==> src/rtl/pas_pkg.sv <==
// Shared types and constants of the 3D shoelace polygon area block.
`timescale 1ns / 1ps

package pas_pkg;

   // Field widths.
   localparam int COORD_W = 16;
   localparam int NORM_W = 16;
   localparam int COUNT_W = 9;
   localparam int AREA_W = 55;

   // Vertex count saturates at this value.
   localparam int MAX_VERTICES = 256;

   // Internal arithmetic widths.
   localparam int CROSS_W = 2 * COORD_W + 1;
   localparam int PROD_W = CROSS_W + NORM_W;
   localparam int EDGE_W = PROD_W + 2;
   localparam int SUM_W = 58;

   // Queue between the front and back parts.
   localparam int QUEUE_DEPTH = 2;
   localparam int QPTR_W = $clog2(QUEUE_DEPTH);
   localparam int QCNT_W = $clog2(QUEUE_DEPTH + 1);

   // Result queue.
   localparam int OUT_DEPTH = 4;
   localparam int OPTR_W = $clog2(OUT_DEPTH);
   localparam int OCNT_W = $clog2(OUT_DEPTH + 1);

   typedef struct packed {
      logic signed [COORD_W-1:0] x;
      logic signed [COORD_W-1:0] y;
      logic signed [COORD_W-1:0] z;
   } vec_type;

   // One unit of work for the back part: the edge from prev_pt to cur_pt when
   // has_edge is set, and the closing edge from cur_pt to first_pt when last is set.
   typedef struct packed {
      vec_type              prev_pt;
      vec_type              cur_pt;
      vec_type              first_pt;
      vec_type              normal;
      logic                 has_edge;
      logic                 last;
      logic                 clear;
      logic [COUNT_W-1:0]   count;
   } entry_type;

endpackage

==> src/rtl/pas_front.sv <==
// Front part: takes vertex items, tracks polygon state and queues edge work.
`timescale 1ns / 1ps

module pas_front import pas_pkg::*; (
   input  logic                      clock,
   input  logic                      reset,
   input  logic                      req_push,
   output logic                      req_full,
   input  logic signed [COORD_W-1:0] req_vertex_x,
   input  logic signed [COORD_W-1:0] req_vertex_y,
   input  logic signed [COORD_W-1:0] req_vertex_z,
   input  logic signed [NORM_W-1:0]  req_normal_x,
   input  logic signed [NORM_W-1:0]  req_normal_y,
   input  logic signed [NORM_W-1:0]  req_normal_z,
   input  logic                      req_last_vertex,
   output logic                      q_push,
   output entry_type                 q_data,
   input  logic                      q_full
);

   logic               accept;
   logic               in_poly_ff, in_poly_in;
   logic [COUNT_W-1:0] count_ff, count_in;
   vec_type            first_ff, first_in;
   vec_type            prev_ff;
   vec_type            normal_ff, normal_in;
   vec_type            cur_pt;
   vec_type            req_normal;

   assign req_full = q_full;
   assign accept = req_push && !q_full;

   assign cur_pt = '{x: req_vertex_x, y: req_vertex_y, z: req_vertex_z};
   assign req_normal = '{x: req_normal_x, y: req_normal_y, z: req_normal_z};

   // Polygon bookkeeping: the first item latches the first point and the normal.
   always_comb begin
      in_poly_in = in_poly_ff;
      count_in = count_ff;
      first_in = first_ff;
      normal_in = normal_ff;
      if (accept) begin
         if (!in_poly_ff) begin
            first_in = cur_pt;
            normal_in = req_normal;
            count_in = COUNT_W'(1);
         end else if (count_ff < COUNT_W'(MAX_VERTICES)) begin
            count_in = count_ff + COUNT_W'(1);
         end
         in_poly_in = !req_last_vertex;
      end
   end

   // Every item but an opening vertex that does not also close gives work.
   always_comb begin
      q_push = accept && (in_poly_ff || req_last_vertex);
      q_data.prev_pt = prev_ff;
      q_data.cur_pt = cur_pt;
      q_data.first_pt = in_poly_ff ? first_ff : cur_pt;
      q_data.normal = in_poly_ff ? normal_ff : req_normal;
      q_data.has_edge = in_poly_ff;
      q_data.last = req_last_vertex;
      q_data.clear = !in_poly_ff || (count_ff == COUNT_W'(1));
      q_data.count = count_in;
   end

   always_ff @(posedge clock) begin
      if (reset) begin
         in_poly_ff <= 1'b0;
         count_ff <= '0;
      end else begin
         in_poly_ff <= in_poly_in;
         count_ff <= count_in;
      end
   end

   always_ff @(posedge clock) begin
      first_ff <= first_in;
      normal_ff <= normal_in;
      if (accept) begin
         prev_ff <= cur_pt;
      end
   end

endmodule

==> src/rtl/pas_edge_queue.sv <==
// Short queue of edge work between the front and back parts.
`timescale 1ns / 1ps

module pas_edge_queue import pas_pkg::*; (
   input  logic      clock,
   input  logic      reset,
   input  logic      push,
   input  entry_type push_data,
   output logic      full,
   input  logic      pop,
   output entry_type pop_data,
   output logic      valid
);

   entry_type          slot_ff [QUEUE_DEPTH];
   logic [QPTR_W-1:0]  wr_ptr_ff, rd_ptr_ff;
   logic [QCNT_W-1:0]  count_ff;
   logic               do_push, do_pop;

   assign full = (count_ff == QCNT_W'(QUEUE_DEPTH));
   assign valid = (count_ff != '0);
   assign do_push = push && !full;
   assign do_pop = pop && valid;
   assign pop_data = slot_ff[rd_ptr_ff];

   // Pointers wrap naturally at the power-of-two depth.
   always_ff @(posedge clock) begin
      if (reset) begin
         wr_ptr_ff <= '0;
         rd_ptr_ff <= '0;
         count_ff <= '0;
      end else begin
         if (do_push) begin
            wr_ptr_ff <= wr_ptr_ff + QPTR_W'(1);
         end
         if (do_pop) begin
            rd_ptr_ff <= rd_ptr_ff + QPTR_W'(1);
         end
         if (do_push && !do_pop) begin
            count_ff <= count_ff + QCNT_W'(1);
         end else if (do_pop && !do_push) begin
            count_ff <= count_ff - QCNT_W'(1);
         end
      end
   end

   always_ff @(posedge clock) begin
      if (do_push) begin
         slot_ff[wr_ptr_ff] <= push_data;
      end
   end

endmodule

==> src/rtl/pas_back.sv <==
// Back part: cross products, normal weighting, saturating sum and result queue.
`timescale 1ns / 1ps

module pas_back import pas_pkg::*; (
   input  logic               clock,
   input  logic               reset,
   input  logic               q_valid,
   input  entry_type          q_data,
   output logic               q_pop,
   output logic               rsp_empty,
   input  logic               rsp_pop,
   output logic [AREA_W-1:0]  rsp_area,
   output logic [COUNT_W-1:0] rsp_vertex_count
);

   // Cross-product component issued in a cycle, and which edge of the item.
   localparam logic [1:0] COMP_Z = 2'd0;
   localparam logic [1:0] COMP_X = 2'd1;
   localparam logic [1:0] COMP_Y = 2'd2;
   localparam logic EDGE_OPEN = 1'b0;
   localparam logic EDGE_CLOSE = 1'b1;

   localparam logic signed [SUM_W-1:0] SUM_HI = {1'b0, {(SUM_W-1){1'b1}}};
   localparam logic signed [SUM_W-1:0] SUM_LO = {1'b1, {(SUM_W-1){1'b0}}};

   typedef struct packed {
      logic               first_of_edge;
      logic               last_of_edge;
      logic               clear;
      logic               finish;
      logic [COUNT_W-1:0] count;
   } uop_ctl_type;

   typedef struct packed {
      logic [AREA_W-1:0]  area;
      logic [COUNT_W-1:0] count;
   } result_type;

   // Issue sequencer.
   logic        busy_ff, busy_in;
   logic        edge_ff, edge_in;
   logic [1:0]  comp_ff, comp_in;
   entry_type   work_ff;
   logic        uop_finish, room, stall, issue, entry_done, load;
   vec_type     pa, pb;
   logic signed [COORD_W-1:0] m0a, m0b, m1a, m1b;
   logic signed [NORM_W-1:0]  nsel;
   logic signed [2*COORD_W-1:0] prod0, prod1;
   logic signed [CROSS_W-1:0]   cross_in;
   uop_ctl_type uop_ctl;

   // Datapath stages.
   logic                      s1_valid_ff, s2_valid_ff, s3_valid_ff, s4_fin_ff;
   logic signed [CROSS_W-1:0] s1_cross_ff;
   logic signed [NORM_W-1:0]  s1_norm_ff;
   uop_ctl_type               s1_ctl_ff, s2_ctl_ff, s3_ctl_ff;
   logic signed [PROD_W-1:0]  s2_prod_ff;
   logic signed [EDGE_W-1:0]  s3_edge_ff;
   logic signed [SUM_W-1:0]   sum_ff, sum_in, sum_base;
   logic signed [SUM_W:0]     sum_wide;
   logic [COUNT_W-1:0]        s4_count_ff;

   // Result formation and queue.
   logic [SUM_W-1:0]     mag;
   logic [SUM_W-2:0]     half;
   result_type           res_in;
   result_type           out_slot_ff [OUT_DEPTH];
   logic [OPTR_W-1:0]    out_wr_ptr_ff, out_rd_ptr_ff;
   logic [OCNT_W-1:0]    out_count_ff;
   logic [OCNT_W-1:0]    inflight_ff;
   logic                 out_wr, out_rd;
   logic [OCNT_W:0]      reserved;

   // Edge operands and the component selected this cycle.
   always_comb begin
      pa = (edge_ff == EDGE_CLOSE) ? work_ff.cur_pt : work_ff.prev_pt;
      pb = (edge_ff == EDGE_CLOSE) ? work_ff.first_pt : work_ff.cur_pt;
      case (comp_ff)
         COMP_Z: begin
            m0a = pa.x; m0b = pb.y; m1a = pa.y; m1b = pb.x; nsel = work_ff.normal.z;
         end
         COMP_X: begin
            m0a = pa.y; m0b = pb.z; m1a = pa.z; m1b = pb.y; nsel = work_ff.normal.x;
         end
         default: begin
            m0a = pa.z; m0b = pb.x; m1a = pa.x; m1b = pb.z; nsel = work_ff.normal.y;
         end
      endcase
      prod0 = m0a * m0b;
      prod1 = m1a * m1b;
      cross_in = {prod0[2*COORD_W-1], prod0} - {prod1[2*COORD_W-1], prod1};
   end

   // A closing component may issue only when its result has a reserved slot.
   assign reserved = {1'b0, out_count_ff} + {1'b0, inflight_ff};
   assign room = (reserved < (OCNT_W+1)'(OUT_DEPTH));
   assign uop_finish = work_ff.last && (edge_ff == EDGE_CLOSE) && (comp_ff == COMP_Y);
   assign stall = uop_finish && !room;
   assign issue = busy_ff && !stall;
   assign entry_done = issue && (comp_ff == COMP_Y)
                       && ((edge_ff == EDGE_CLOSE) || !work_ff.last);
   assign load = (!busy_ff || entry_done) && q_valid;
   assign q_pop = load;

   always_comb begin
      uop_ctl.first_of_edge = (comp_ff == COMP_Z);
      uop_ctl.last_of_edge = (comp_ff == COMP_Y);
      uop_ctl.clear = work_ff.clear && ((edge_ff == EDGE_OPEN) || !work_ff.has_edge);
      uop_ctl.finish = uop_finish;
      uop_ctl.count = work_ff.count;
   end

   // Sequencer: three components per edge, open edge before closing edge.
   always_comb begin
      busy_in = busy_ff;
      edge_in = edge_ff;
      comp_in = comp_ff;
      if (load) begin
         busy_in = 1'b1;
         edge_in = q_data.has_edge ? EDGE_OPEN : EDGE_CLOSE;
         comp_in = COMP_Z;
      end else if (entry_done) begin
         busy_in = 1'b0;
      end else if (issue) begin
         if (comp_ff == COMP_Y) begin
            comp_in = COMP_Z;
            edge_in = EDGE_CLOSE;
         end else begin
            comp_in = comp_ff + 2'd1;
         end
      end
   end

   always_ff @(posedge clock) begin
      if (reset) begin
         busy_ff <= 1'b0;
         edge_ff <= EDGE_OPEN;
         comp_ff <= COMP_Z;
      end else begin
         busy_ff <= busy_in;
         edge_ff <= edge_in;
         comp_ff <= comp_in;
      end
   end

   always_ff @(posedge clock) begin
      if (load) begin
         work_ff <= q_data;
      end
   end

   // Stage valids and the finish path.
   always_ff @(posedge clock) begin
      if (reset) begin
         s1_valid_ff <= 1'b0;
         s2_valid_ff <= 1'b0;
         s3_valid_ff <= 1'b0;
         s4_fin_ff <= 1'b0;
      end else begin
         s1_valid_ff <= issue;
         s2_valid_ff <= s1_valid_ff;
         s3_valid_ff <= s2_valid_ff && s2_ctl_ff.last_of_edge;
         s4_fin_ff <= s3_valid_ff && s3_ctl_ff.finish;
      end
   end

   // Cross component, then weighting by the normal, then the edge total.
   always_ff @(posedge clock) begin
      s1_cross_ff <= cross_in;
      s1_norm_ff <= nsel;
      s1_ctl_ff <= uop_ctl;
      s2_prod_ff <= s1_cross_ff * s1_norm_ff;
      s2_ctl_ff <= s1_ctl_ff;
      if (s2_valid_ff) begin
         if (s2_ctl_ff.first_of_edge) begin
            s3_edge_ff <= EDGE_W'(s2_prod_ff);
         end else begin
            s3_edge_ff <= s3_edge_ff + EDGE_W'(s2_prod_ff);
         end
         s3_ctl_ff <= s2_ctl_ff;
      end
      if (s3_valid_ff) begin
         s4_count_ff <= s3_ctl_ff.count;
      end
   end

   // Running sum with saturation after each edge; a new polygon starts from zero.
   always_comb begin
      sum_base = s3_ctl_ff.clear ? '0 : sum_ff;
      sum_wide = {sum_base[SUM_W-1], sum_base} + (SUM_W+1)'(s3_edge_ff);
      if (sum_wide[SUM_W] != sum_wide[SUM_W-1]) begin
         sum_in = sum_wide[SUM_W] ? SUM_LO : SUM_HI;
      end else begin
         sum_in = sum_wide[SUM_W-1:0];
      end
   end

   always_ff @(posedge clock) begin
      if (reset) begin
         sum_ff <= '0;
      end else if (s3_valid_ff) begin
         sum_ff <= sum_in;
      end
   end

   // Area is half the magnitude, saturated; fewer than three vertices give zero.
   always_comb begin
      mag = sum_ff[SUM_W-1] ? (SUM_W)'(-sum_ff) : sum_ff;
      half = mag[SUM_W-1:1];
      if (s4_count_ff <= COUNT_W'(2)) begin
         res_in.area = '0;
      end else if (|half[SUM_W-2:AREA_W]) begin
         res_in.area = '1;
      end else begin
         res_in.area = half[AREA_W-1:0];
      end
      res_in.count = s4_count_ff;
   end

   // Result queue with credits for closing items still in the datapath.
   assign out_wr = s4_fin_ff;
   assign rsp_empty = (out_count_ff == '0);
   assign out_rd = rsp_pop && !rsp_empty;
   assign rsp_area = out_slot_ff[out_rd_ptr_ff].area;
   assign rsp_vertex_count = out_slot_ff[out_rd_ptr_ff].count;

   always_ff @(posedge clock) begin
      if (reset) begin
         out_wr_ptr_ff <= '0;
         out_rd_ptr_ff <= '0;
         out_count_ff <= '0;
         inflight_ff <= '0;
      end else begin
         if (out_wr) begin
            out_wr_ptr_ff <= out_wr_ptr_ff + OPTR_W'(1);
         end
         if (out_rd) begin
            out_rd_ptr_ff <= out_rd_ptr_ff + OPTR_W'(1);
         end
         if (out_wr && !out_rd) begin
            out_count_ff <= out_count_ff + OCNT_W'(1);
         end else if (out_rd && !out_wr) begin
            out_count_ff <= out_count_ff - OCNT_W'(1);
         end
         if ((issue && uop_finish) && !out_wr) begin
            inflight_ff <= inflight_ff + OCNT_W'(1);
         end else if (out_wr && !(issue && uop_finish)) begin
            inflight_ff <= inflight_ff - OCNT_W'(1);
         end
      end
   end

   always_ff @(posedge clock) begin
      if (out_wr) begin
         out_slot_ff[out_wr_ptr_ff] <= res_in;
      end
   end

`ifndef SYNTHESIS
   // Credits never exceed the result queue's depth.
   a_credit_bound: assert property (@(posedge clock) disable iff (reset)
      reserved <= (OCNT_W+1)'(OUT_DEPTH))
      else $error("result credits exceed queue depth");

   // A finished result always holds a credit taken at issue.
   a_finish_has_credit: assert property (@(posedge clock) disable iff (reset)
      s4_fin_ff |-> (inflight_ff != '0))
      else $error("result written without a credit");

   // Work is taken from the edge queue only when it holds an item.
   a_pop_valid: assert property (@(posedge clock) disable iff (reset)
      q_pop |-> q_valid)
      else $error("edge queue popped while empty");
`endif

endmodule

==> src/rtl/polygon_area_3d_shoelace.sv <==
// Throughput: the front takes an item each cycle while the two-entry edge queue has room;
// the back part issues three cross-product components per middle vertex and six on a
// closing vertex that is not the first, using the shared pair of 16x16 multipliers that forms
// one cross-product component per cycle unless a closing item stalls for a result slot.
// Reset: synchronous, active high; it empties both queues and awaits a polygon's first vertex.
`timescale 1ns / 1ps

module polygon_area_3d_shoelace import pas_pkg::*; (
   input  logic                      clock,
   input  logic                      reset,
   input  logic                      req_push,
   output logic                      req_full,
   input  logic signed [COORD_W-1:0] req_vertex_x,
   input  logic signed [COORD_W-1:0] req_vertex_y,
   input  logic signed [COORD_W-1:0] req_vertex_z,
   input  logic signed [NORM_W-1:0]  req_normal_x,
   input  logic signed [NORM_W-1:0]  req_normal_y,
   input  logic signed [NORM_W-1:0]  req_normal_z,
   input  logic                      req_last_vertex,
   output logic                      rsp_empty,
   input  logic                      rsp_pop,
   output logic [AREA_W-1:0]        rsp_area,
   output logic [COUNT_W-1:0]       rsp_vertex_count
);

   logic      q_push, q_full, q_pop, q_valid;
   entry_type q_push_data, q_pop_data;

   // Front part: polygon tracking and edge work generation.
   pas_front u_front (
      .clock           (clock),
      .reset           (reset),
      .req_push        (req_push),
      .req_full        (req_full),
      .req_vertex_x    (req_vertex_x),
      .req_vertex_y    (req_vertex_y),
      .req_vertex_z    (req_vertex_z),
      .req_normal_x    (req_normal_x),
      .req_normal_y    (req_normal_y),
      .req_normal_z    (req_normal_z),
      .req_last_vertex (req_last_vertex),
      .q_push          (q_push),
      .q_data          (q_push_data),
      .q_full          (q_full)
   );

   // Decoupling queue.
   pas_edge_queue u_queue (
      .clock     (clock),
      .reset     (reset),
      .push      (q_push),
      .push_data (q_push_data),
      .full      (q_full),
      .pop       (q_pop),
      .pop_data  (q_pop_data),
      .valid     (q_valid)
   );

   // Back part: arithmetic and results.
   pas_back u_back (
      .clock            (clock),
      .reset            (reset),
      .q_valid          (q_valid),
      .q_data           (q_pop_data),
      .q_pop            (q_pop),
      .rsp_empty        (rsp_empty),
      .rsp_pop          (rsp_pop),
      .rsp_area         (rsp_area),
      .rsp_vertex_count (rsp_vertex_count)
   );

endmodule
==> config.mk <==
export PLATFORM = sky130hd
export DESIGN_NAME = polygon_area_3d_shoelace
export DESIGN_NICKNAME = d
export VERILOG_FILES = /design/src/rtl/pas_pkg.sv /design/src/rtl/pas_front.sv /design/src/rtl/pas_edge_queue.sv /design/src/rtl/pas_back.sv /design/src/rtl/polygon_area_3d_shoelace.sv
export SDC_FILE = /design/constraint.sdc
export NUM_CORES = 2
export LEC_CHECK = 0
export BUFFER_PORTS_ARGS = -buffer_cell sky130_fd_sc_hd__buf_2
export CORE_UTILIZATION = 45
export CTS_BUF_LIST = sky130_fd_sc_hd__clkbuf_16
export DETAILED_ROUTE_END_ITERATION = 8
export PLACE_DENSITY = 0.69
export SYNTH_ARGS = -nofsm -noshare
export SYNTH_HDL_FRONTEND = slang
export SYNTH_HIERARCHICAL = 1
export SYNTH_SLANG_ARGS = --single-unit
export TNS_END_PERCENT = 10
==> constraint.sdc <==
create_clock -name clock -period 41.7 [get_ports clock]
set_input_delay 6.255 -clock clock [delete_from_list [all_inputs] [get_ports clock]]
set_output_delay 6.255 -clock clock [all_outputs]
set_load 0.01 [all_outputs]
# Word level (Yosys, flattened, before mapping)
# Memories as Yosys holds them, arrays and structs flattened. A register that Yosys moved wholly into a read port is not among the register bits.
# Index checks and enable logic that the tools add are counted.
dict set report op_classes {
  add_sub_neg 17
  n_mul 3
  magnitude_cmp 3
  eq_ne 6
  muxes 41
  n_bitwise 2
  n_reduce_logical 54
}
# operator n
set ops {}
lappend ops {{$mux 58} 4}
lappend ops {{$mux 48} 4}
lappend ops {{$pmux 16 s2} 5}
lappend ops {{$mux 55} 2}
lappend ops {{$mul 16x16->32} 2}
lappend ops {{$add 58x51->59} 1}
lappend ops {{$neg 58->58} 1}
lappend ops {{$add 51x49->51} 1}
lappend ops {{$mux 51} 1}
lappend ops {{$mul 33x16->49} 1}
lappend ops {{$sub 32x32->33} 1}
lappend ops {{$mux 9} 3}
lappend ops {{$logic_and 1x1->1} 22}
lappend ops {{$logic_not 1->1} 14}
lappend ops {{$reduce_bool 2->1} 7}
lappend ops {{$mux 1} 13}
lappend ops {{$mux 3} 4}
lappend ops {{$mux 2} 5}
lappend ops {{$add 9x1->9 const B} 1}
lappend ops {{$eq 9x1->1 const B} 1}
lappend ops {{$le 9x2->1 const B} 1}
lappend ops {{$lt 9x9->1 const B} 1}
lappend ops {{$add 2x1->2 const B} 4}
lappend ops {{$add 3x1->3 const B} 2}
lappend ops {{16 further kinds} 25}
dict set report totals {
  register_bits 633
  ram_bits 664
  input_bits 101
  output_inout_bits 66
  wordCells 188
  mem_count 2
}
# name words width read_ports rd_clocked_by_memory_dff wr line_no
set mem_list {}
lappend mem_list {u_queue.slot_ff 2 204 1 1 1 pas_edge_queue.sv:15} ;# entry_type slot_ff [QUEUE_DEPTH];
lappend mem_list {u_back.out_slot_ff 4 64 1 1 1 pas_back.sv:67} ;# result_type out_slot_ff [OUT_DEPTH];

# Depth between registers and ports, before layout
dict set report logic_depth {
  word_depth 14
  ltp_mapped 37
  ltp_nobuf 33
}

# Modules after synthesis
# The synthesis kept the hierarchy.
# mod n_inst cells_each area_per_inst_um2 seq_area_each_um2
set by_module_without_submodules {}
lappend by_module_without_submodules {pas_back 1 6877 72438.2 19989.2}
lappend by_module_without_submodules {pas_edge_queue 1 660 15601.2 12351.8}
lappend by_module_without_submodules {pas_front 1 388 6530.0 4524.3}

# Worst setup path before layout
# Ideal clock, no wire load.
dict set report synth_timing {
  kind {reg-to-reg}
  start {register u_back.edge_ff}
  end {register u_queue.count_ff[1]}
  setup_time_ps 70
  arrival_time_ps 14760
  required_time_ps 41630
  path_slack_ps 26871
  path_stages_with_launch 12
  path_buffers 3
  period_less_slack_ps 14829
  path_cell_list {dfxtp_1 > clkbuf_1 > clkbuf_1 > clkbuf_1 > nand2_1 > nand2_1 > nand2_1 > a21oi_1 > o21ai_0 > ha_1 > or3_1 > a21oi_1}
}
dict set report synth_between {
  elab_chain_cells 13
  word_cells_on_any_way 16
  cone_classes {1 x mux; 15 x reduce/logical}
}
# element line_no
set synth_lines {}
lappend synth_lines {{from (decl)} pas_back.sv:41} ;# logic edge_ff, edge_in;
lappend synth_lines {{from (signal assigned)} pas_back.sv:141} ;# edge_ff <= edge_in;
lappend synth_lines {{$logic_and 1x1->1 (2 in a row)} pas_back.sv:97} ;# assign uop_finish = work_ff.last && (edge_ff == EDGE_CLOSE) && (comp_ff == COMP_Y);
lappend synth_lines {{$logic_and 1x1->1} pas_back.sv:98} ;# assign stall = uop_finish && !room;
lappend synth_lines {{$logic_not 1->1} pas_back.sv:99} ;# assign issue = busy_ff && !stall;
lappend synth_lines {{$logic_and 1x1->1} pas_back.sv:99}
lappend synth_lines {{$logic_and 1x1->1} pas_back.sv:100} ;# assign entry_done = issue && (comp_ff == COMP_Y)
lappend synth_lines {{$logic_and 1x1->1 *} pas_back.sv:101} ;# && ((edge_ff == EDGE_CLOSE) || !work_ff.last);
lappend synth_lines {{$logic_or 1x1->1 *} pas_back.sv:102} ;# assign load = (!busy_ff || entry_done) && q_valid;
lappend synth_lines {{$logic_and 1x1->1 *} pas_back.sv:102}
lappend synth_lines {{via q_pop} polygon_area_3d_shoelace.sv:26} ;# logic q_push, q_full, q_pop, q_valid;
lappend synth_lines {{$logic_and 1x1->1 *} pas_edge_queue.sv:23} ;# assign do_pop = pop && valid;
lappend synth_lines {{$logic_not 1->1} pas_edge_queue.sv:39} ;# if (do_push && !do_pop) begin
lappend synth_lines {{$logic_and 1x1->1} pas_edge_queue.sv:39}
lappend synth_lines {{$mux 2 or $reduce_bool 2->1 (tied branches)} n/a}
lappend synth_lines {{to (signal assigned)} pas_edge_queue.sv:40} ;# count_ff <= count_ff + QCNT_W'(1);
lappend synth_lines {{to (signal assigned)} pas_edge_queue.sv:42} ;# count_ff <= count_ff - QCNT_W'(1);
lappend synth_lines {{to (decl)} pas_edge_queue.sv:17} ;# logic [QCNT_W-1:0] count_ff;
# The timed path passes the listed nets; every way through them passes the cells marked *.
# A chain may end at the register's enable or synchronous reset.

# Worst setup path in the final report
dict set report layout_timing {
  start {register u_back.comp_ff[1]}
  end {register u_back.s1_cross_ff[32]}
}
dict set report layout_between {
  elab_chain_cells 4
  word_cells_on_any_way 9
  cone_classes {1 x add/sub; 2 x mul; 1 x eq/ne; 4 x mux; 1 x reduce/logical}
}
# element line_no
set layout_lines {}
lappend layout_lines {{from (decl)} pas_back.sv:42} ;# logic [1:0] comp_ff, comp_in;
lappend layout_lines {{from (signal assigned)} pas_back.sv:142} ;# comp_ff <= comp_in;
lappend layout_lines {{$eq 2x1->1 or $logic_not 2->1 (tied branches)} pas_back.sv:78} ;# case (comp_ff)
lappend layout_lines {{$pmux 16 s2} pas_back.sv:78}
lappend layout_lines {{$mul 16x16->32 (on tied branches)} {pas_back.sv:89, pas_back.sv:90}}
lappend layout_lines {{$sub 32x32->33 *} pas_back.sv:91} ;# cross_in = {prod0[2*COORD_W-1], prod0} - {prod1[2*COORD_W-1], prod1};
lappend layout_lines {{via u_back.cross_in[32]} pas_back.sv:49} ;# logic signed [CROSS_W-1:0] cross_in;
lappend layout_lines {{to (signal assigned)} pas_back.sv:169} ;# s1_cross_ff <= cross_in;
lappend layout_lines {{to (decl)} pas_back.sv:54} ;# logic signed [CROSS_W-1:0] s1_cross_ff;
# Marks and branches as above.

==> results.cfg <==
[floorplanning]
die_h_um = 460
core_mm2 = 0.208
io_pins = 167
initial_core_util_pct = 45.5
dieArea_mm2 = 0.212
die_w_um = 460
num_rows = 167

[setup_path]
worst-path-max-fanout = 85
path_common_cell = fa_1
worstSetupStartpointType = flop
reg2reg_depth = 30
cpMaxStageDelayCell = buf_4
rrSetupSlack_ps = 31010
r2r_start = u_back/comp_ff[1]$_SDFFE_PP0P_
timing.rr.end = u_back/s1_cross_ff[32]$_DFF_P_
slowest_delay_ps = 730
endpoint_kind = flop
path_class = reg -> reg
crit_arrival_ps = 11370
required_ps = 42380

[finish]
final_nets = 9548
layout_commonest_cell = inv_1
n_fill_cell = 18100
areaGrowthSynthToFinish_pct = 8.52
most-common-layout-cells = inv_1 (1248), fa_1 (1094), edfxtp_1 (1083), nand2_1 (728), nor2_1 (484)
drive_gt1_share_pct = 12.4

[synth]
avgSynthCellArea_um2 = 11.9
syn_inst = 7925
ys_seq_area_share_pct = 39.0
synthTopCellsByArea = edfxtp_1 (34%), fa_1 (23%), ha_1 (5.3%), inv_1 (4.9%), dfxtp_1 (4.6%)
synth_seq_cells = 1300
ys.flop_type = edfxtp_1
synth_cell_type_count = 76
syn_area_mm2 = 0.0946
synth_edf_count = 1083
yosysWarnings = 6
synth_largest_area_cell = edfxtp_1
syn_nets = 9518
async_flop_share_pct = 0
yosys.area.top_type_share_pct = 34.4

[drt]
wl_per_cell_um = 19.6
first_pass_iters = 5
drc = 0
via_per_inst = 5.33
wl_um = 212000
routed-via-count = 57900
drtIter0Drc = 3640
ant_nets = 0

[clock_network]
cts-root-buf = clkbuf_16
cts_sinks = 1300
cts_made_buffers = 140
clk_pin_slew_ps = 70
cts_buffer_depth = 3
cts_setup_buffers = 0
clk_latency_ps = 810
hold_buffers = 0
cts_tree = built
htree_levels = 4
cts_resized = 0

[global_routing]
overflow = 0
grt_pass1_vias = 61700
antenna_found_initial = 8
grt_pass1_wl_um = 340000
grt_max_degree = 146
grt_usage_pct = 20.5

[timing]
fin_skew_ps = 48.9
tns_ps = 0
fmax_ghz = 0.0936
finalMaxSlewViolations = 0
slew_headroom_pct = 15.3
finalSetupViolCount = 0
rsz0062_at_grt = no
period_share_pct = 25.6
worst_slew_pin_slew_ps = 1260
finalHoldViolCount = 0
min_period_ps = 10690

[worst_hold_path]
whs_path_depth = 0
hp-class = reg -> reg
hold_path_end = u_back/s2_ctl_ff[12]$_DFF_P_
hp-start = u_back/s1_ctl_ff[12]$_DFF_P_

[placement]
dp_hpwl_um = 159000
gp_congestion = 0.925
io_buffers = 166

[run_status]
status = finished clean

[job]
max_cap_violations = 0
## cell type report
class / instances / area (µm²) / area share [%]
diodes: 2 / 5.00 / 0.00488
well taps: 2788 / 3490 / 3.40
multi-input cells: 5018 / 51300 / 50.0
flip-flops and latches: 1300 / 36900 / 36.0
clock buffers: 141 / 3530 / 3.44
inverters: 1225 / 4610 / 4.49
clock inverters: 115 / 1150 / 1.12
repair buffers: 270 / 1620 / 1.58
## worst max-delay path: cells and delay by family, from the launching register on
kind	cells	cell delay [ps]
xor+xnor	1	80
flops	1	630
buf+inv	7	1550
simple gates	5	1170
fa+ha+maj	9	4450
compound gates	8	2540
## cells in the mapped netlist, drive strengths merged (10+ instances only)
library cell / number
a21o: 131
or4: 10
nand3: 49
nor2: 485
o211ai: 13
mux2: 302
mux2i: 94
xnor2: 135
dfxtp: 217
inv: 1225
maj3: 46
edfxtp: 1083
nor3: 30
or3: 24
and2: 189
nor2b: 82
o21bai: 23
o31ai: 29
o21ai: 232
o21a: 21
fa: 1094
a21oi: 267
a31oi: 21
clkbuf: 254
a211oi: 69
and3: 22
ha: 398
buf: 128
nand4: 23
or2: 38
nand2b: 97
nor4: 13
a311oi: 12
mux4: 128
xor2: 128
nand2: 728
## registers in the layout, indices dropped and copies added, names as in the netlist, 2 cells and up, named ones only
signal,count
u_front/normal_ff,48
u_queue/slot_ff,408
u_queue/count_ff,2
u_back/out_wr_ptr_ff,2
u_front/count_ff,9
u_back/out_slot_ff,256
u_back/s3_ctl_ff,11
u_back/s4_count_ff,9
u_back/s2_ctl_ff,13
u_back/comp_ff,2
u_back/inflight_ff,3
u_back/uop_ctl,9
u_back/s2_prod_ff,49
u_back/out_rd_ptr_ff,2
u_back/out_count_ff,3
u_back/work_ff,195
u_back/s1_cross_ff,33
u_back/s3_edge_ff,51
u_front/q_data,48
u_back/s1_norm_ff,16
u_back/s1_ctl_ff,13
u_front/first_ff,48
u_back/sum_ff,58
## per-stage QoR
step                utilization [%]  instances  cell area (µm²)  worst slack, ps  hold slack (ps)
CTS                            49.4      10900           103000            31100              325
detailed placement             47.1      10600            97900            31120              314
global route                   49.4      10900           103000            30430              326
floorplan                         -       7925            94600            26870              310
global placement               47.1      10600            97900            31270              312
finish                         49.4      10900           103000            31010              323
## routing by layer
layer | vias up | wire length (µm) | track usage [%]
li1 | 26200 | - | -
met1 | 29700 | 89100 | 26.3
met2 | 1608 | 106000 | 35.9
met3 | 334 | 11800 | 3.01
met4 | 8 | 5170 | 5.58
met5 | - | 53 | 0
## worst max path at each step
stage | from | endpoint | slack, ps | cells past startpoint
after floorplan | u_back/edge_ff$_SDFFE_PP0P_ | u_queue/count_ff[1]$_SDFFE_PP0P_ | 26870 | 11
after global placement | req_push | u_queue/slot_ff[1][17]$_DFFE_PP_ | 31270 | 9
after detailed placement | u_back/comp_ff[1]$_SDFFE_PP0P_ | u_back/s1_cross_ff[32]$_DFF_P_ | 31120 | 30
after CTS | u_back/comp_ff[1]$_SDFFE_PP0P_ | u_back/s1_cross_ff[32]$_DFF_P_ | 31100 | 30
after global routing | u_back/comp_ff[1]$_SDFFE_PP0P_ | u_back/s1_cross_ff[32]$_DFF_P_ | 30430 | 30
final | u_back/comp_ff[1]$_SDFFE_PP0P_ | u_back/s1_cross_ff[32]$_DFF_P_ | 31010 | 30
## logic make-up (layout without fill, tap and decap cells)
group,Yosys count,after routing,share of synthesized area (%)
fa+ha+maj,1538,1538,28.9
xor+xnor,263,263,2.44
flops,1300,1300,39.0
other cells,0,2,0
compound gates,885,885,5.84
mux,524,524,8.27
simple gates,1808,1808,8.75
buf+inv,1607,1751,6.81
Power is not shown: default switching activity piles up to over one toggle a cycle in this logic, so the estimate is an artifact.
